==> config.mk <==
export PLATFORM = sky130hd
export DESIGN_NAME = wcts_queue
export DESIGN_NICKNAME = d
export VERILOG_FILES = /design/src/design/wcts_pkg.sv /design/src/design/wcts_queue.sv
export SDC_FILE = /design/constraint.sdc
export NUM_CORES = 1
export LEC_CHECK = 0
export BUFFER_PORTS_ARGS = -buffer_cell sky130_fd_sc_hd__clkbuf_2
export CORE_ASPECT_RATIO = 0.7
export CORE_UTILIZATION = 25
export DETAILED_ROUTE_END_ITERATION = 7
export GPL_TIMING_DRIVEN = 0
export PLACE_DENSITY = 0.41
export REMOVE_ABC_BUFFERS = 1
export SYNTH_ARGS = -nofsm -noshare
export SYNTH_HDL_FRONTEND = slang
export SYNTH_SLANG_ARGS = --single-unit
==> constraint.sdc <==
create_clock -name clk -period 4.3 [get_ports clk]
set_clock_uncertainty 0.1 [all_clocks]
set_input_delay 0.86 -clock clk [delete_from_list [all_inputs] [get_ports clk]]
set_output_delay 0.86 -clock clk [all_outputs]
set_load 0.03 [all_outputs]
==> src/design/wcts_pkg.sv <==
// Package for the wall column texture scaler.
// Holds payload structs, the front-to-back command struct and shared constants.
// No dependencies.
package wcts_pkg;

	localparam int ScreenRows   = 64;
	localparam int TexSize      = 64;
	localparam int TextureCount = 8;
	localparam int StoreDepth   = 32768;
	localparam int AddrW        = 15;
	localparam logic [15:0] FadeReset = 16'd2048;
	localparam logic [8:0]  FadeFull  = 9'd256;

	localparam logic FUNC_WRITE = 1'b0;
	localparam logic FUNC_DRAW  = 1'b1;

	typedef struct packed {
		logic        func;
		logic [14:0] texel_index;
		logic [23:0] texel_rgb;
		logic [6:0]  column_x;
		logic [15:0] wall_height;
		logic [15:0] texture_u;
		logic [15:0] distance;
		logic [1:0]  wall_kind;
		logic        side_west_east;
	} in_item_t;

	typedef struct packed {
		logic [6:0]  out_column;
		logic [5:0]  out_row;
		logic [23:0] pixel_rgb;
		logic        last_pixel;
	} out_item_t;

	// One column job handed from the front part to the back part.
	typedef struct packed {
		logic [6:0]  column;
		logic [15:0] height;
		logic        clipped;
		logic [5:0]  start_row;
		logic [6:0]  count;
		logic [2:0]  tex;
		logic [5:0]  src_col;
		logic [8:0]  fade;
	} col_job_t;

endpackage

==> src/design/wcts_queue.sv <==
// Two-entry job queue between the front and back parts.
// Depends on wcts_pkg.
module wcts_queue
	import wcts_pkg::*;
(
	input  logic     clk,
	input  logic     arst_n,
	input  col_job_t wr_job,
	input  logic     wr_valid,
	output logic     wr_ready,
	output col_job_t rd_job,
	output logic     rd_valid,
	input  logic     rd_ready
);
	col_job_t   slot_q [2];
	logic       wptr_q;
	logic       rptr_q;
	logic [1:0] fill_q;
	logic       push;
	logic       pop;

	assign wr_ready = (fill_q != 2'd2);
	assign rd_valid = (fill_q != 2'd0);
	assign rd_job   = slot_q[rptr_q];
	assign push     = wr_valid && wr_ready;
	assign pop      = rd_valid && rd_ready;

	// Pointers and fill level.
	always_ff @(posedge clk or negedge arst_n) begin
		if (!arst_n) begin
			wptr_q <= 1'b0;
			rptr_q <= 1'b0;
			fill_q <= 2'd0;
		end else begin
			if (push) wptr_q <= ~wptr_q;
			if (pop)  rptr_q <= ~rptr_q;
			fill_q <= 2'(fill_q + {1'b0, push} - {1'b0, pop});
		end
	end

	// Storage.
	always_ff @(posedge clk) begin
		if (push) begin
			slot_q[wptr_q] <= wr_job;
		end
	end
endmodule

==> reports/qor.txt <==
io pins = 116
Chip Width = 159 um
Fin. Hold Viols = 0
wire per inst = 14.8 um
post-synthesis sequential area ratio = 0.785
Util after Layout = 0.346
# DRC = 0
Clock Sinks = 114
startpoint types = register
register area = 3410 um2
hpwl dp = 5080 um
initial antenna violation count = 0
# setup viols final = 0
CORE AREA = 16600 um2
# rows = 39
number of port buffers = 115
CTS Buf Count = 17
synth unique cells = 16
Final Cycle Share = 0.695
RePlAce Congestion = 0.655
Post-Syn Area = 4330 um2
initial cell density of the core = 0.260
max_slew headroom = 0.368
top post-synthesis cells by count = edfxtp_1, mux2_4, mux2_2
top-area cell type share of the netlist area = 0.762
Worst Tran Pin Value = 946 ps
vias in the first global route = 2339
RSZ-0062 raised after global routing = no
clk slew on worst S/H paths = 60 ps
antenna viol nets, final = 0
Die ar. = 17900 um2
CP Class = reg -> out
largest net degree at the start of global routing = 56
Max Slew Vio Count = 0
total wire length = 8220 um
Synth Flop Type = edfxtp_1
Req. time, crit path = 3340 ps
Skew-Pair Late Insertion Delay = 400 ps
share of cells above drive strength 1 = 0.619
Fin Setup TNS = 0 ps
Congestion Overflow GR = 0
min cycle time layout = 2990 ps
hold crit path type = in -> async
status = finished, final reports clean
number of synthesized register bits = 114
CTS Buffer Depth = 2
CP peak stage delay = 750 ps
max-cap violations = 0
Multi-input gate area = 877 um2
Lkg Pwr = 2.27 nW
Die Ht = 112 um
Pre-antenna DRT Iters = 4
# resized after CTS = 0
count leader, synth = edfxtp_1
DR vias/cell = 3.83
Clock Root Buffer = clkbuf_16
Starting DRT DRC Count = 64
top cells by area, synth = edfxtp_1, mux2_4, mux2_2
# diodes = 0
Slowest-stage cell, CP = dfrtp_4
Hold-fix buffers, CTS = 0
Gate Count Post-Synth = 188
Peak VDD IR = 0.000281 V
Warnings, synthesis = 0
crit path max fanout = 29
CP endpoint kind = output pin
Post-CTS Setup Repair Bufs = 0
Syn Area/Cell = 23.0 um2
synth-to-layout area growth = 32.9%
CP Cell Sequence = buf_12 > mux2_2 > clkbuf_2
cell taking the most area after synthesis = edfxtp_1
filler cell count = 1613
pwr dens = 785 nW/um2
Total GRT Usage = 0.0982
H-tree levels = 4
fin nets = 379
asr flop ratio synth = 0.0351
Worst Path Arrival = 2030 ps
CTS tree = built
first-pass GRT wire length = 12700 um
Fmax = 334 MHz
number of synthesized flops with an enable pin = 110
DR vias = 2127
[metrics by stage]
stage                     power, mW  std cells  cell area (um2)  worst slack, ps  hold slack [ps]
after floorplan                2.81        182             4270              461              361
after global placement         3.28        522             5130            -1340              381
after detailed placement       3.23        524             5180             1650              407
after CTS                      4.61        556             5760             1200              130
after global routing           4.74        556             5760             1170              131
final                          4.52        556             5760             1310              154
[logic make-up (layout without fill, tap and decap cells)]
| family | Yosys count | count (layout) | share of synthesized area |
|---|---|---|---|
| DFF | 114 | 114 | 0.785 |
| muxes | 55 | 55 | 0.178 |
| buffers and inverters | 7 | 150 | 0.0150 |
| and+or+nand+nor | 6 | 6 | 0.00809 |
| xor gates and xnor gates | 4 | 4 | 0.00809 |
| adders and majority gates | 2 | 2 | 0.00577 |
[worst max-delay path: cells and delay by family (launching register included)]
family   cells  cell delay [ps]
flops        1              750
buf+inv      2              490
mux          1              360
[metal layers]
layer,track usage,share of wire,up-vias
li1,-,-,1005
met1,0.112,0.45,1028
met2,0.142,0.43,89
met3,0.0673,0.11,5
met4,0.0423,0.0078,0
met5,0,0,-
[worst paths after layout]
path	end	slack (ps)	depth (start not counted)	start
worst max-delay path	rd_job[48]	1310	3	rptr_q$_DFFE_PN0P_
worst min-delay path	fill_q[0]$_DFF_PN0_	150	1	arst_n
worst max register to register	slot_q[0][24]$_DFFE_PP_	2160	4	fill_q[1]$_DFF_PN0_
worst min register to register	fill_q[0]$_DFF_PN0_	410	1	fill_q[0]$_DFF_PN0_
max in group asynchronous	rptr_q$_DFFE_PN0P_	3800	1	arst_n
min in group clk	fill_q[0]$_DFF_PN0_	410	1	fill_q[0]$_DFF_PN0_
[where the power goes]
group	internal, mW	switching (mW)
Combinational	0.591	0.920
Sequential	1.53	0.131
Clock	0.878	0.476
[area by class of cell]
class | count | area share
sequential | 114 | 0.592
multi-input combinational | 67 | 0.152
timing repair buffer | 117 | 0.107
clock buffer | 22 | 0.0806
tap | 225 | 0.0489
clock inverter | 10 | 0.0191
inverter | 1 | 0.000652
[layout by cell type, fill, tap and decap left out]
cell	instances
clkinvlp_4	4
clkbuf_1	3
clkbuf_2	115
ha_1	2
dfrtp_1	3
or2_1	1
mux2_4	40
nand2b_1	1
bufinv_16	2
xnor2_1	3
xor2_1	1
clkbuf_8	2
nand2_1	1
inv_1	1
and3_4	1
and2_4	1
dfrtp_4	1
clkbuf_16	17
mux2_2	15
nor2_4	1
edfxtp_1	110
buf_12	2
clkinv_2	4
[flip-flops by register name (all words and copies together) (netlist names)]
signal  cells
slot_q    110
fill_q      2
rptr_q      1
wptr_q      1
(Power assumes the default switching activity.)
