File: config.mk
export PLATFORM = sky130hd
export DESIGN_NAME = wcts_front
export DESIGN_NICKNAME = d
export VERILOG_FILES = /design/src/design/wcts_pkg.sv /design/src/design/wcts_front.sv
export SDC_FILE = /design/constraint.sdc
export NUM_CORES = 1
export LEC_CHECK = 0
export ABC_AREA = 1
export BUFFER_PORTS_ARGS = -buffer_cell sky130_fd_sc_hd__buf_2
export CAP_MARGIN = 25
export CELL_PAD_IN_SITES_DETAIL_PLACEMENT = 1
export CELL_PAD_IN_SITES_GLOBAL_PLACEMENT = 1
export CORE_MARGIN = 2
export CORE_UTILIZATION = 41
export CTS_CLUSTER_DIAMETER = 40
export DETAILED_ROUTE_END_ITERATION = 10
export GPL_TIMING_DRIVEN = 0
export PLACE_DENSITY_LB_ADDON = 0.1
export SLEW_MARGIN = 25
export SYNTH_ARGS = -nofsm -noshare
export SYNTH_HDL_FRONTEND = slang
export SYNTH_SLANG_ARGS = --single-unit
export TNS_END_PERCENT = 10
File: constraint.sdc
create_clock -name clk -period 7.5 [get_ports clk]
set_input_delay 1.5 -clock clk [delete_from_list [all_inputs] [get_ports clk]]
set_output_delay 1.5 -clock clk [all_outputs]
set_load 0.01 [all_outputs]
File: src/design/wcts_pkg.sv
// Package for the wall column texture scaler.
// Holds payload structs, the front-to-back command struct and shared constants.
// No dependencies.
package wcts_pkg;

	localparam int ScreenRows   = 64;
	localparam int TexSize      = 64;
	localparam int TextureCount = 8;
	localparam int StoreDepth   = 32768;
	localparam int AddrW        = 15;
	localparam logic [15:0] FadeReset = 16'd2048;
	localparam logic [8:0]  FadeFull  = 9'd256;

	localparam logic FUNC_WRITE = 1'b0;
	localparam logic FUNC_DRAW  = 1'b1;

	typedef struct packed {
		logic        func;
		logic [14:0] texel_index;
		logic [23:0] texel_rgb;
		logic [6:0]  column_x;
		logic [15:0] wall_height;
		logic [15:0] texture_u;
		logic [15:0] distance;
		logic [1:0]  wall_kind;
		logic        side_west_east;
	} in_item_t;

	typedef struct packed {
		logic [6:0]  out_column;
		logic [5:0]  out_row;
		logic [23:0] pixel_rgb;
		logic        last_pixel;
	} out_item_t;

	// One column job handed from the front part to the back part.
	typedef struct packed {
		logic [6:0]  column;
		logic [15:0] height;
		logic        clipped;
		logic [5:0]  start_row;
		logic [6:0]  count;
		logic [2:0]  tex;
		logic [5:0]  src_col;
		logic [8:0]  fade;
	} col_job_t;

endpackage

File: src/design/wcts_front.sv
// Front part: accepts items, writes texels, classifies draws and computes fade.
// Depends on wcts_pkg; fade uses a restoring divider, one quotient bit a cycle.
module wcts_front
	import wcts_pkg::*;
(
	input  logic           clk,
	input  logic           arst_n,
	input  logic [15:0]    fade_distance,
	input  logic           draw_pending,
	input  in_item_t       in_item,
	input  logic           in_valid,
	output logic           in_ready,
	output logic           tex_we,
	output logic [14:0]    tex_waddr,
	output logic [23:0]    tex_wdata,
	output col_job_t       job,
	output logic           job_valid,
	input  logic           job_ready
);
	typedef enum logic [2:0] {
		F_IDLE = 3'b001,
		F_DIV  = 3'b010,
		F_PUSH = 3'b100
	} fstate_t;

	fstate_t     state_q;
	col_job_t    job_q;
	logic [24:0] rem_q;
	logic [15:0] div_q;
	logic [23:0] num_q;
	logic [24:0] quo_q;
	logic [4:0]  cnt_q;
	logic [25:0] rem_shift;
	logic [24:0] quo_next;
	logic        accept;
	logic [6:0]  col_c;
	logic [2:0]  tex_c;

	// A texel write waits until every earlier draw has finished reading the store.
	assign in_ready  = (state_q == F_IDLE) && !(draw_pending && in_item.func == FUNC_WRITE);
	assign accept    = in_valid && in_ready;
	assign tex_we    = accept && (in_item.func == FUNC_WRITE);
	assign tex_waddr = in_item.texel_index;
	assign tex_wdata = in_item.texel_rgb;
	assign job       = job_q;
	assign job_valid = (state_q == F_PUSH);
	assign rem_shift = {rem_q, num_q[23]};
	assign quo_next  = {quo_q[23:0], rem_shift >= {10'd0, div_q}};
	assign col_c     = (in_item.wall_height > 16'(ScreenRows)) ? 7'(ScreenRows)
	                 : in_item.wall_height[6:0];
	assign tex_c     = 3'({1'b0, in_item.wall_kind}
	                 + (in_item.side_west_east ? 3'(TextureCount / 2) : 3'd0));

	// Control and the fade division, fade_distance*256 / distance.
	always_ff @(posedge clk or negedge arst_n) begin
		if (!arst_n) begin
			state_q <= F_IDLE;
		end else begin
			case (state_q)
				F_IDLE: begin
					if (accept && in_item.func == FUNC_DRAW && in_item.wall_height != 16'd0) begin
						state_q <= (in_item.distance == 16'd0) ? F_PUSH : F_DIV;
					end
				end
				F_DIV: begin
					if (cnt_q == 5'd23) begin
						state_q <= F_PUSH;
					end
				end
				F_PUSH: begin
					if (job_ready) begin
						state_q <= F_IDLE;
					end
				end
				default: state_q <= F_IDLE;
			endcase
		end
	end

	// Job fields and divider datapath. The saturated fade is stored with the last
	// quotient bit, so the job is complete when it is offered.
	always_ff @(posedge clk) begin
		if (accept) begin
			job_q.column    <= in_item.column_x;
			job_q.height    <= in_item.wall_height;
			job_q.clipped   <= in_item.wall_height > 16'(ScreenRows);
			job_q.count     <= col_c;
			job_q.start_row <= 6'((7'(ScreenRows) - col_c) >> 1);
			job_q.tex       <= tex_c;
			job_q.src_col   <= in_item.texture_u[15:10];
			job_q.fade      <= FadeFull;
			rem_q           <= '0;
			div_q           <= in_item.distance;
			num_q           <= {fade_distance, 8'd0};
			quo_q           <= '0;
			cnt_q           <= '0;
		end else if (state_q == F_DIV) begin
			if (rem_shift >= {10'd0, div_q}) begin
				rem_q <= 25'(rem_shift - {10'd0, div_q});
			end else begin
				rem_q <= rem_shift[24:0];
			end
			quo_q <= quo_next;
			num_q <= {num_q[22:0], 1'b0};
			cnt_q <= cnt_q + 5'd1;
			if (cnt_q == 5'd23) begin
				job_q.fade <= (quo_next > 25'(FadeFull)) ? FadeFull : quo_next[8:0];
			end
		end
	end
endmodule

==> flow_metrics.env <==
export IMPL_max_slew_margin_pct=54.9
export IMPL_skew_ps=10.2
export IMPL_timing_final_ws_setup_ps=3430
export IMPL_gp_congestion=0.856
export IMPL_synth_fa_ha_area_share_pct=3.39
export IMPL_grt_antenna_before_repair=4
export IMPL_grt_max_degree=44
export IMPL_num_rows=48
export IMPL_yosys_mux_area_fraction_pct=0
export IMPL_power_leakage_nw=4.30
export IMPL_dp_hpwl_microns=16000
export IMPL_num_nets_final=1160
export IMPL_critPathCaptureType="primary output"
export IMPL_path_clk_slew_ps=60
export IMPL_synth_xor_area_share_pct=1.70
export IMPL_grt_pass1_wl_microns=32300
export IMPL_hold_path_startpoint="job[7]$_SDFFE_PP0P_"
export IMPL_wire_per_inst_microns=16.2
export IMPL_p_clk_share_pct=23.7
export IMPL_grt_pass1_vias=6437
export IMPL_power_switching_mw=1.27
export IMPL_hold_class="flop to flop"
export IMPL_synth_compound_area_share_pct=9.14
export IMPL_holdPathEnd="job[7]$_SDFFE_PP0P_"
export IMPL_drive_above_1_share_pct=26.9
export IMPL_worst_ep_required_time_ps=6000
export IMPL_internal_power_mw=1.90
export IMPL_worst_pin_slew_ps=672
export IMPL_coreArea_sq_um=17200
export IMPL_routed_wl_microns=20400
export IMPL_ios=216
export IMPL_sequentialPowerShare_pct=36.2
export IMPL_crit_arrival_ps=2570
export IMPL_pre_cts_slack_ps=3410
export IMPL_die_w_microns=137
export IMPL_synth_top_family_by_area="simple AND/OR/NAND/NOR gates"
export IMPL_synth_yosys_seq_area_share_pct=50.9
export IMPL_power_density_nw_per_um2=357
export IMPL_rr_endpoint="rem_q[16]$_SDFFE_PP0N_"
export IMPL_io_buffer_count=166
export IMPL_dr_total_vias=6258
export IMPL_rrSetupSlack_ps=4990
export IMPL_die_y_microns=137
export IMPL_post_cts_buffers=0
export IMPL_first_pass_iters=4
export IMPL_areaGrowthSynthToFinish_pct=23.0
export IMPL_switching_share_pct=40.1
export IMPL_synth_edff_count=78
export IMPL_dieArea_sq_um=18700
export IMPL_synth_area_leaders="edfxtp_1 32%, dfxtp_1 17%, nand2_1 10%"
export IMPL_initial_core_util_pct=41.9
export IMPL_cts_num_sinks=144
export IMPL_via_per_inst=4.96
export IMPL_nFillCells=2112
export IMPL_finalHoldViolCount=0
export IMPL_synthArstFlopShare_pct=2.08
export IMPL_synth_top_area_share_pct=32.4
export IMPL_track_usage_pct=22.6
export IMPL_timing_rr_start="num_q[23]$_DFFE_PP_"
export IMPL_period_share_pct=54.2
export IMPL_yosysTopAreaCell="edfxtp_1"
export IMPL_cts_hold_buffers=0
export IMPL_drv_slew=0
export IMPL_vdd_drop_max_v=0.000198
export IMPL_cts_tree="built"
export IMPL_synth_warnings=0
export IMPL_drt_iter0_markers=324
export IMPL_cts_max_path_buffers=2
export IMPL_min_delay_path_depth=2
export IMPL_max_freq_mhz=246
export IMPL_synthCells=836
export IMPL_worstSetupPathType="primary input to primary output"
export IMPL_fin_tns_setup_ps=0
export IMPL_rsz0062_at_grt="false"
export IMPL_setup_viol=0
export IMPL_ff2ff_path_depth=16
export IMPL_synth_area_sq_um=7230
export IMPL_synth_seq_cells=144
export IMPL_synth_distinct_cells=46
export IMPL_remaining_drc_errors=0
export IMPL_overflow=0
export IMPL_root_buffer="clkbuf_16"
export IMPL_synth_simple_area_share_pct=22.8
export IMPL_min_period_ps=4070
export IMPL_cts_max_level=4
export IMPL_maxCapViolCount=0
export IMPL_pwr_share_comb_pct=40.1
export IMPL_syn_area_per_cell_sq_um=8.64
export IMPL_insertion_delay_ps=420
export IMPL_status="finished, final reports clean"
export IMPL_cts_resized=0
export IMPL_antenna_left=0
export IMPL_synth_flop_cell="edfxtp_1"
export IMPL_critPathMaxFanout=10
export IMPL_cp_start_kind="primary input"
export IMPL_cts_buffers=17
export IMPL_synth_net_count=974
## synthesized netlist by cell type (all sizes together) (2+ instances only)
cell type	count
edfxtp	78
a22oi	24
o21ai	47
xor2	4
a21o	2
or2	3
o211ai	2
nand3	55
nor2	68
inv	122
a21oi	32
dfxtp	63
buf	54
nand4	13
ha	18
nand2	202
dfrtp	2
nand3b	2
clkbuf	4
xnor2	10
nor4	7
nor3	16
## state kept, by name, indices dropped and copies added, names as in the netlist
signal,cells
rem_q,25
state_q,3
job,55
num_q,16
quo_q,24
div_q,16
cnt_q,5
## metal layers
layer	GRT usage [%]	up-vias	part of all wire, %
met3	5.93	34	6.5
li1	-	3097	-
met4	9.03	2	2.4
met1	26.6	2942	42
met2	39.0	183	49
met5	0	-	0.054
## layout by cell type, fill, tap and decap left out, types with 4 or more instances in the layout
| cell | instances |
|---|---|
| nor2_1 | 62 |
| a21oi_1 | 26 |
| nor3_1 | 14 |
| o21ai_0 | 44 |
| ha_1 | 18 |
| xnor2_1 | 10 |
| edfxtp_1 | 78 |
| nand2_1 | 197 |
| buf_4 | 42 |
| buf_2 | 174 |
| nand4_1 | 13 |
| nand3_1 | 51 |
| xor2_1 | 4 |
| a22oi_1 | 24 |
| nor4_1 | 7 |
| dfxtp_1 | 63 |
| clkbuf_1 | 6 |
| clkinvlp_4 | 4 |
| a21oi_2 | 6 |
| inv_1 | 119 |
| clkbuf_16 | 17 |
## final cells by class
type	count	area (sq um)	area share, %
antenna	3	7.51	0.0845
buffer	58	412	4.63
clock buffer	19	433	4.87
clock inverter	12	87.6	0.985
inverter	123	463	5.21
multi-input combinational	511	2670	30.1
sequential	144	3680	41.4
tap	225	282	3.17
timing repair buffer	167	851	9.57
## power groups by stage
stage / clock, mW / sequential [mW] / combinational (mW)
after floorplan: 0 / 1.15 / 0.873
after global placement: 0 / 1.16 / 1.23
final: 0.751 / 1.15 / 1.27
after global routing: 0.800 / 1.17 / 1.44
after detailed placement: 0 / 1.16 / 1.27
after CTS: 0.765 / 1.15 / 1.29
## critical path: stages
cell and delay, ps:
buf_2 110, inv_1 60, a21oi_2 60, nand2_2 170
clkbuf_1 430, nor2_1 70, buf_2 160
## kinds of logic after synthesis
group | after synthesis
buffers and inverters | 181
adder cells (fa/ha/maj) | 19
flip-flops | 144
XOR/XNOR | 14
AND/OR/NAND/NOR | 367
AO/OA/AOI/OAI | 111
## per-stage QoR
| stage | power [mW] | utilization [%] | area [sq um] | hold slack [ps] | instances |
|---|---|---|---|---|---|
| detailed placement | 2.43 | 48.5 | 8360 | 455 | 1228 |
| floorplan | 2.03 | - | 7230 | 427 | 836 |
| global placement | 2.39 | 48.4 | 8340 | 444 | 1227 |
| global route | 3.40 | 51.5 | 8880 | 498 | 1260 |
| finish | 3.17 | 51.6 | 8890 | 475 | 1262 |
| CTS | 3.20 | 51.5 | 8880 | 479 | 1259 |
## how the worst max path moves through the flow
stage	startpoint	endpoint	slack (ps)	cells past startpoint
floorplan	in_item[97]	tex_we	3760	5
global placement	in_item[97]	tex_we	3410	7
detailed placement	in_item[97]	tex_we	3410	7
CTS	in_item[97]	tex_we	3400	7
global route	in_item[97]	tex_we	3290	7
finish	in_item[97]	tex_we	3430	7
No activity file was read; power rests on OpenSTA's default activity.
