$ cat config.mk
export PLATFORM = sky130hd
export DESIGN_NAME = wcts_back
export DESIGN_NICKNAME = d
export VERILOG_FILES = /design/src/design/wcts_pkg.sv /design/src/design/wcts_back.sv
export SDC_FILE = /design/constraint.sdc
export NUM_CORES = 1
export LEC_CHECK = 0
export ABC_AREA = 1
export CAP_MARGIN = 40
export CORE_MARGIN = 4
export CORE_UTILIZATION = 55
export CTS_BUF_LIST = sky130_fd_sc_hd__clkbuf_8
export CTS_CLUSTER_DIAMETER = 120
export DETAILED_ROUTE_END_ITERATION = 10
export DONT_BUFFER_PORTS = 1
export PLACE_DENSITY = 0.72
export SYNTH_ARGS = -nofsm -noshare
export SYNTH_HDL_FRONTEND = slang
export SYNTH_SLANG_ARGS = --single-unit
$ cat constraint.sdc
create_clock -name clk -period 12.4 [get_ports clk]
set_input_delay 0.62 -clock clk [delete_from_list [all_inputs] [get_ports clk]]
set_output_delay 0.62 -clock clk [all_outputs]
set_load 0.02 [all_outputs]
$ cat src/design/wcts_pkg.sv
// Package for the wall column texture scaler.
// Holds payload structs, the front-to-back command struct and shared constants.
// No dependencies.
package wcts_pkg;

	localparam int ScreenRows   = 64;
	localparam int TexSize      = 64;
	localparam int TextureCount = 8;
	localparam int StoreDepth   = 32768;
	localparam int AddrW        = 15;
	localparam logic [15:0] FadeReset = 16'd2048;
	localparam logic [8:0]  FadeFull  = 9'd256;

	localparam logic FUNC_WRITE = 1'b0;
	localparam logic FUNC_DRAW  = 1'b1;

	typedef struct packed {
		logic        func;
		logic [14:0] texel_index;
		logic [23:0] texel_rgb;
		logic [6:0]  column_x;
		logic [15:0] wall_height;
		logic [15:0] texture_u;
		logic [15:0] distance;
		logic [1:0]  wall_kind;
		logic        side_west_east;
	} in_item_t;

	typedef struct packed {
		logic [6:0]  out_column;
		logic [5:0]  out_row;
		logic [23:0] pixel_rgb;
		logic        last_pixel;
	} out_item_t;

	// One column job handed from the front part to the back part.
	typedef struct packed {
		logic [6:0]  column;
		logic [15:0] height;
		logic        clipped;
		logic [5:0]  start_row;
		logic [6:0]  count;
		logic [2:0]  tex;
		logic [5:0]  src_col;
		logic [8:0]  fade;
	} col_job_t;

endpackage

$ cat src/design/wcts_back.sv
// Back part: walks the visible rows of a column, reads texels and fades them.
// Depends on wcts_pkg; texture rows come from an exact rational accumulator.
module wcts_back
	import wcts_pkg::*;
(
	input  logic        clk,
	input  logic        arst_n,
	input  col_job_t    job,
	input  logic        job_valid,
	output logic        job_ready,
	output logic        tex_re,
	output logic [14:0] tex_raddr,
	input  logic [23:0] tex_rdata,
	output out_item_t   out_item,
	output logic        out_valid,
	input  logic        out_ready
);
	// Row walk registers. src_row advances by step_q / den_q with remainder kept.
	logic        busy_q;
	col_job_t    cur_q;
	logic [6:0]  idx_q;
	logic [5:0]  srow_q;
	logic [21:0] acc_q;
	logic [17:0] den_q;
	logic [7:0]  step_q;
	logic [21:0] acc_next;
	logic [5:0]  srow_next;

	// Stage 1: memory read issued; stage 2: faded pixel held at the output.
	logic        v_s1;
	logic [5:0]  row_s1;
	logic        last_s1;
	logic [6:0]  col_s1;
	logic [8:0]  fade_s1;
	logic        out_v_q;
	out_item_t   out_q;
	logic        adv;
	logic        s1_move;
	logic [16:0] r_m;
	logic [16:0] g_m;
	logic [16:0] b_m;

	// A row is only read once the accumulator is below one whole texture row.
	assign s1_move   = !out_v_q || out_ready;
	assign adv       = busy_q && (!v_s1 || s1_move) && (acc_q < {4'd0, den_q});
	assign job_ready = !busy_q;
	assign tex_re    = adv;
	assign tex_raddr = {cur_q.tex, srow_q, cur_q.src_col};
	assign out_item  = out_q;
	assign out_valid = out_v_q;

	// Step the rational row position: acc + step, minus den at most twice while it overflows.
	always_comb begin
		acc_next  = acc_q + {14'd0, step_q};
		srow_next = srow_q;
		if (acc_next >= {4'd0, den_q}) begin
			acc_next  = acc_next - {4'd0, den_q};
			srow_next = srow_next + 6'd1;
			if (acc_next >= {4'd0, den_q}) begin
				acc_next  = acc_next - {4'd0, den_q};
				srow_next = srow_next + 6'd1;
			end
		end
	end

	assign r_m = 17'(tex_rdata[23:16]) * 17'(fade_s1);
	assign g_m = 17'(tex_rdata[15:8]) * 17'(fade_s1);
	assign b_m = 17'(tex_rdata[7:0]) * 17'(fade_s1);

	// Control of the row walk and the two output stages.
	always_ff @(posedge clk or negedge arst_n) begin
		if (!arst_n) begin
			busy_q  <= 1'b0;
			v_s1    <= 1'b0;
			out_v_q <= 1'b0;
		end else begin
			if (!busy_q && job_valid) begin
				busy_q <= 1'b1;
			end else if (adv && idx_q + 7'd1 == cur_q.count) begin
				busy_q <= 1'b0;
			end
			if (s1_move) begin
				v_s1    <= adv;
				out_v_q <= v_s1;
			end else if (adv) begin
				v_s1 <= 1'b1;
			end
		end
	end

	// Datapath. Unclipped rows: 64*i/h, step 64 over den h.
	// Clipped rows: 64*((h-64)+2i)/(2h), step 128 over den 2h, start from h-64.
	always_ff @(posedge clk) begin
		if (!busy_q && job_valid) begin
			cur_q <= job;
			idx_q <= '0;
			if (job.clipped) begin
				den_q  <= {1'b0, job.height, 1'b0};
				step_q <= 8'(2 * TexSize);
				// 64*(h-64) / (2h) = 32 - 2048/h, computed by subtraction below.
				acc_q  <= 22'(({6'd0, job.height} - 22'(ScreenRows)) << 6);
				srow_q <= '0;
			end else begin
				den_q  <= {2'd0, job.height};
				step_q <= 8'(TexSize);
				acc_q  <= '0;
				srow_q <= '0;
			end
		end else if (busy_q && acc_q >= {4'd0, den_q}) begin
			// Normalize the row position, one subtraction a cycle.
			acc_q  <= acc_q - {4'd0, den_q};
			srow_q <= srow_q + 6'd1;
		end else if (adv) begin
			idx_q  <= idx_q + 7'd1;
			acc_q  <= acc_next;
			srow_q <= srow_next;
		end
		if (adv) begin
			row_s1  <= 6'(cur_q.start_row + idx_q[5:0]);
			last_s1 <= (idx_q + 7'd1 == cur_q.count);
			col_s1  <= cur_q.column;
			fade_s1 <= cur_q.fade;
		end
		if (s1_move && v_s1) begin
			out_q.out_column <= col_s1;
			out_q.out_row    <= row_s1;
			out_q.pixel_rgb  <= {r_m[15:8], g_m[15:8], b_m[15:8]};
			out_q.last_pixel <= last_s1;
		end
	end
endmodule

==> results_dict.tcl, run 1 <==
set metrics [dict create \
    timing.final.crit_share_pct 43.5 \
    drv_slew 0 \
    p_sw_uw 2130 \
    cts_sinks 156 \
    overflow 0 \
    dieWidth_um 180 \
    gp_congestion 0.981 \
    worstPathArrival_ns 5.62 \
    crit_path_start_kind "flip-flop" \
    antenna_found_initial 0 \
    ctsRootBufferMaster "clkbuf_8" \
    powerDensity_nw_per_um2 244 \
    path_common_cell "nand2_1" \
    setup_viol 0 \
    floorplan.initialDensity_pct 56.1 \
    switching_share_pct 51.7 \
    avgSynthCellArea_um2 8.23 \
    grt_use_total_pct 24.2 \
    htreeDepth 4 \
    synthToLayoutAreaGrowth_pct 4.35 \
    clkLatencyLatePin_ns 0.48 \
    cp-end-kind "flip-flop" \
    hold_depth 0 \
    dieArea_um2 32300 \
    io_buffers 0 \
    worstPathMaxFanout 33 \
    dr.pass1.iters 5 \
    clkTransAtPathRegs_ns 0.13 \
    drive_above_1_share_pct 6.20 \
    vias_per_cell 5.38 \
    yosys_warnings 0 \
    ant_nets 0 \
    grt_pass1_vias 12700 \
    yosysUniqueCellTypes 53 \
    ioPinCount 139 \
    maxCapViolCount 0 \
    power_frac_seq_pct 21.8 \
    grt_pass1_wl_um 63900 \
    combPwrFrac_pct 68.2 \
    tightest_slew_ns 0.921 \
    finalNetCount 2298 \
    post-dp-hpwl_um 30500 \
    synth_top_flop_cell "edfxtp_1" \
    max_freq_mhz 186 \
    irDropWorstVdd_mv 0.181 \
    skew_ns 0.0285 \
    min_period_ns 5.39 \
    worstSetupPathType "flip-flop to flip-flop" \
    postSynthCellCount 1972 \
    syn_area_um2 16200 \
    grt_max_degree 49 \
    die_y_um 180 \
    synth_edf_count 140 \
    post_cts_buffers 0 \
    cpPeakStageDelay_ns 0.42 \
    p_int_uw 1990 \
    status "finished clean" \
    rows 62 \
    synthesis.nets 2331 \
    drt-total-wl_um 38700 \
    cts_buffer_depth 2 \
    wire_per_inst_um 16.6 \
    cts_made_buffers 17 \
    hold_path_class "input pin to flip-flop" \
    tritoncts "yes" \
    dr_total_vias 12600 \
    placeableCoreArea_um2 28900 \
    hold_viol 0 \
    slew_headroom_pct 38.6 \
    crit_required_ns 12.63 \
    async_flop_share_pct 1.92 \
    n_antenna_cell 0 \
    final_util_pct 58.5 \
    rsz0062_at_grt "false" \
    timing.setup.tns_ns 0 \
    ys_ff_latch 156 \
    first_iter_violations 898 \
    drc 0 \
    reg2regPathDepth 31 \
    p_leak_uw 0.00872 \
    clkPwrFrac_pct 10.0 \
    ys_seq_area_share_pct 28.0 \
    crit_path_top_delay_cell "edfxtp_1" \
]
[cells in the final DEF (no fill, tap or decap), types with 17 or more instances in the layout]
cell type and n:
a21oi_1 100, clkbuf_8 17, edfxtp_1 140, fa_1 124, ha_1 152, inv_1 394, nand2_1 477, nand2_2 22
nand3_1 60, nand4_1 22, nor2_1 92, o21ai_0 64, xnor2_1 35, xor2_1 77
[per-stage QoR]
step                hold slack, ns  worst slack (ns)  instance area, µm²  total power [µW]  std cells
floorplan                    0.324              7.58               16200              3090       1972
global route                 0.191              6.44               16900              4550       2336
finish                       0.223              7.01               16900              4120       2336
detailed placement           0.325              7.07               16500              3690       2303
global placement             0.325              7.30               16500              3650       2302
CTS                          0.204              7.07               16900              4120       2336
[flip-flops by register name (all words and copies together) (netlist names), 2 cells and up]
signal / cells
step_q: 2
row_s1: 6
tex_raddr: 9
idx_q: 7
cur_q: 29
out_item: 38
acc_q: 22
fade_s1: 9
srow_q: 6
col_s1: 7
den_q: 17
[cells in the mapped netlist, drive strengths merged, types with 5 or more instances]
cell type  count  area [µm²]
a21o           8        60.1
a21oi        110         584
buf           22         163
clkbuf        44         165
clkinv         5        20.0
dfxtp         13         260
edfxtp       140        4200
fa           124        2480
ha           152        1900
inv          401        1510
nand2        502        1960
nand3         69         398
nand4         23         150
nor2         102         433
nor3          13        65.1
o211ai        15         128
o21ai         76         399
o21bai         7        52.6
xnor2         35         307
xor2          77         674
[final timing paths]
check | startpoint | to | slack (ns)
max in group asynchronous | arst_n | v_s1 | 11.83
worst max register to register | acc_q[6] | acc_q[18] | 7.01
worst min-delay path | job[15] | tex_raddr[12] | 0.22
min in group asynchronous | arst_n | busy_q | 0.41
worst max-delay path | acc_q[6] | acc_q[18] | 7.01
worst min register to register | col_s1[2] | out_item[33] | 0.42
[layer usage]
layer / global-route usage, % / vias up / share of wire [%]
li1: - / 6116 / -
met1: 31.7 / 5975 / 41
met2: 42.3 / 415 / 50
met3: 3.15 / 60 / 6.7
met4: 6.77 / 0 / 1.9
met5: 0 / - / 0
[worst max-delay path: cells and delay by family, from the launching register on]
| kind | cells | cell delay (ns) |
|---|---|---|
| flip-flops | 1 | 0.42 |
| buffers and inverters | 4 | 0.51 |
| adder cells (fa/ha/maj) | 4 | 1.34 |
| AND/OR/NAND/NOR | 16 | 1.75 |
| XOR/XNOR | 2 | 0.49 |
| AO/OA/AOI/OAI | 5 | 0.64 |
[timing repair]
action                    CTS  global route
hold endpoints to repair    3             0
hold buffers                1             0
resized for setup           0             0
[power by group through the flow]
stage | combinational, µW | sequential, µW | clock, µW
2_1_floorplan | 2220 | 870 | 0
3_3_place_gp | 2740 | 909 | 0
3_5_place_dp | 2780 | 909 | 0
4_1_cts | 2800 | 897 | 422
5_1_grt | 3200 | 907 | 444
6_report | 2810 | 899 | 412
[cell families after synthesis]
kind of cell / Yosys count / synth area share (%)
AND/OR/NAND/NOR: 723 / 19.1
adder cells (fa/ha/maj): 276 / 27.0
buffers and inverters: 472 / 11.4
XOR/XNOR: 112 / 6.05
AO/OA/AOI/OAI: 233 / 8.40
flip-flops: 156 / 28.0
[area by class of cell]
type	instances	area (µm²)
multi-input cells	1344	9840
inverters	406	1530
clock buffers	17	234
flip-flops and latches	156	4540
well taps	384	480
fillers	2576	12000
clock inverters	15	193
repair buffers	14	115
Note: power is estimated with default switching activity, not from simulation.
==> run 2: changes to the inputs <==
--- a/config.mk
+++ b/config.mk
@@ -5,7 +5,7 @@
 export SDC_FILE = /design/constraint.sdc
 export NUM_CORES = 1
 export LEC_CHECK = 0
-export ABC_AREA = 1
+export ABC_AREA = 0
 export CAP_MARGIN = 40
 export CORE_MARGIN = 4
 export CORE_UTILIZATION = 55
==> constraint.sdc (replaced) <==
create_clock -name clk -period 5 [get_ports clk]
set_input_delay 0.25 -clock clk [delete_from_list [all_inputs] [get_ports clk]]
set_output_delay 0.25 -clock clk [all_outputs]
set_load 0.02 [all_outputs]
==> run 2 against run 1 <==
Effect of this change:
- the flow now finishes with violations (setup timing)
- maximum frequency increased by 2.2%
- combinational power increased to 2.8 times the previous value
- total power increased to 2.7 times the previous value
- non-clock buffer count increased by 215
- synthesized cell count decreased by 20%
- hold slack got worse by 0.20 ns
- clock skew increased by 0.0027 ns
- sequential power increased by 140%
- largest cell class unchanged
==> results_dict.tcl, run 2 <==
set metrics [dict create \
    synthTopCellsByCount "inv_1 (185), nand2_1 (159), ha_1 (152), edfxtp_1 (140), fa_1 (124)" \
    die_y_um 176 \
    combPwrFrac_pct 71.3 \
    violations "setup timing" \
    wire_per_inst_um 18.7 \
    async_flop_share_pct 1.92 \
    whs_ns 0.0268 \
    ys_seq_area_share_pct 29.3 \
    crit_required_ns 5.21 \
    tritoncts "yes" \
    dieWidth_um 176 \
    clkLatencyLatePin_ns 0.46 \
    synth_top_flop_cell "edfxtp_1" \
    path_common_cell "buf_4" \
    p_int_uw 6060 \
    avgSynthCellArea_um2 9.80 \
    crit_path_top_delay_cell "or4_4" \
    cts_sinks 156 \
    grt_pass1_vias 12900 \
    slew_headroom_pct 37.3 \
    synth_most_common_cell "inv_1" \
    crit_chain "ha_2 -> buf_4 -> a21oi_4 -> nor2b_2 -> xor2_1 -> ha_1 -> a211oi_2 -> o21ai_2 -> a22oi_2 -> o21bai_1 -> a21oi_1 -> xnor2_1 -> ha_1 -> buf_4 -> nand4_1 -> buf_4 -> or3_1 -> nor3_2 -> a211o_1 -> buf_4 -> nor4b_4 -> or4_4 -> xnor2_1 -> a221o_1" \
    final_util_pct 66.1 \
    maxCapViolCount 0 \
    vias_per_cell 5.74 \
    rsz0062_at_grt "true" \
    largest_reg_flops 38 \
    rows 61 \
    synth.largest_area_cell "edfxtp_1" \
    htreeDepth 4 \
    setup_viol 26 \
    post-dp-hpwl_um 30400 \
    worstPathMaxFanout 4 \
    hold_path_class "input pin to flip-flop" \
    synthToLayoutAreaGrowth_pct 18.5 \
    floorplan.initialDensity_pct 55.8 \
    yosysUniqueCellTypes 77 \
    syn_area_um2 15500 \
    worstPathArrival_ns 5.48 \
    crit_buf_inv 4 \
    power_frac_seq_pct 19.4 \
    status "finished, violations left" \
    dr_total_vias 12400 \
    drive_above_1_share_pct 16.1 \
    drv_slew 0 \
    finalNetCount 2130 \
    grt_max_degree 49 \
    crit_path_start_kind "flip-flop" \
    final_cell_mix "inv_1 (184), buf_4 (157), nand2_1 (156)" \
    synth_top_area_share_pct 27.1 \
    setup_slack_ns -0.273 \
    cts_buffer_depth 2 \
    cpPeakStageDelay_ns 0.51 \
    timing.final.crit_share_pct 105 \
    ioPinCount 139 \
    synth_area_leaders "edfxtp_1 (27%), fa_1 (16%), ha_1 (12%)" \
    max_freq_mhz 190 \
    min_period_ns 5.27 \
    ant_nets 0 \
    clkPwrFrac_pct 9.3 \
    dr.pass1.iters 5 \
    worstSetupPathType "flip-flop to flip-flop" \
    overflow 0 \
    p_leak_uw 0.00802 \
    clkTransAtPathRegs_ns 0.12 \
    synthesis.nets 1940 \
    cp_top_family "compound AO/OA/AOI/OAI gates" \
    tightest_slew_ns 0.940 \
    placeableCoreArea_um2 27800 \
    dieArea_um2 30900 \
    ys_ff_latch 156 \
    cp-end-kind "flip-flop" \
    hold_viol 0 \
    drt-total-wl_um 40500 \
    grt_use_total_pct 26.2 \
    p_sw_uw 4870 \
    skew_ns 0.0312 \
    io_buffers 0 \
    powerDensity_nw_per_um2 595 \
    first_iter_violations 890 \
    drc 0 \
    cts_made_buffers 17 \
    ctsRootBufferMaster "clkbuf_8" \
    yosys_warnings 0 \
    n_antenna_cell 0 \
    layout_commonest_cell "inv_1" \
    fill_cells 2187 \
    antenna_found_initial 0 \
    gp_congestion 0.949 \
    irDropWorstVdd_mv 0.408 \
    reg2reg_slack_ns -0.27 \
    grt_pass1_wl_um 65300 \
    postSynthCellCount 1581 \
    synth_edf_count 140 \
    switching_share_pct 44.6 \
]
==> run 2: through the flow <==
stage,TNS [ns],cells,worst slack [ns],power (µW),area [µm²]
after floorplan,-0.542,1581,-0.174,6900,15500
after global placement,-4.79,2041,-0.340,9080,16800
after detailed placement,-8.25,2042,-0.461,9230,16800
after CTS,-3.65,2145,-0.244,10600,18100
after global routing,-11.29,2162,-0.542,11800,18400
final,-3.63,2162,-0.273,10900,18400
==> run 2: timing repair <==
item / 4_1_cts / 5_1_grt
setup buffers: 11 / 18
endpoints found under the setup margin: 27 / 34
pin swaps: 18 / 12
hold buffers: 59 / 0
endpoints found under the hold margin: 59 / 0
gates cloned: 1 / 0
resized for setup: 36 / 29
==> run 2: per-layer routing <==
layer,up-vias,share of wire [%],track usage [%]
met5,-,0,0
met4,0,3.9,10.6
met3,91,5.5,3.64
met2,431,50,45.5
met1,6101,41,33.2
li1,5778,-,-
==> run 2: power groups by stage <==
stage	clock network, µW	logic (µW)	registers (µW)
floorplan	0	4870	2030
global placement	0	6930	2150
detailed placement	0	7070	2160
CTS	1040	7470	2130
global route	1080	8580	2150
finish	1010	7790	2120
==> run 2: layout make-up <==
cell class | instances | area (µm²) | share of cell area [%]
Tap cell | 378 | 473 | 2.58
Timing Repair Buffer | 229 | 1950 | 10.6
Clock buffer | 17 | 234 | 1.27
Sequential cell | 156 | 4540 | 24.7
Multi-Input combinational cell | 1182 | 10300 | 56.0
Inverter | 185 | 696 | 3.79
Clock inverter | 15 | 190 | 1.04
==> run 2: path summary, 6_finish.rpt <==
path                       startpoint          to  cells past startpoint
min reg2reg                  cur_q[2]  fade_s1[2]                      0
max in group asynchronous      arst_n      busy_q                      1
min in group asynchronous      arst_n   out_valid                      1
min                           job[31]    den_q[2]                      1
max                          acc_q[6]   acc_q[19]                     24
max reg2reg                  acc_q[6]   acc_q[19]                     24
==> run 2: logic make-up (layout without fill, tap and decap cells) <==
family,after synthesis,after routing,synth area share [%]
DFF,156,156,29.3
adders and majority gates,276,276,28.3
AOI/OAI and AO/OA,255,255,11.0
muxes,24,24,1.70
xor gates and xnor gates,122,122,6.90
buffers and inverters,243,446,6.20
and+or+nand+nor,505,505,16.6
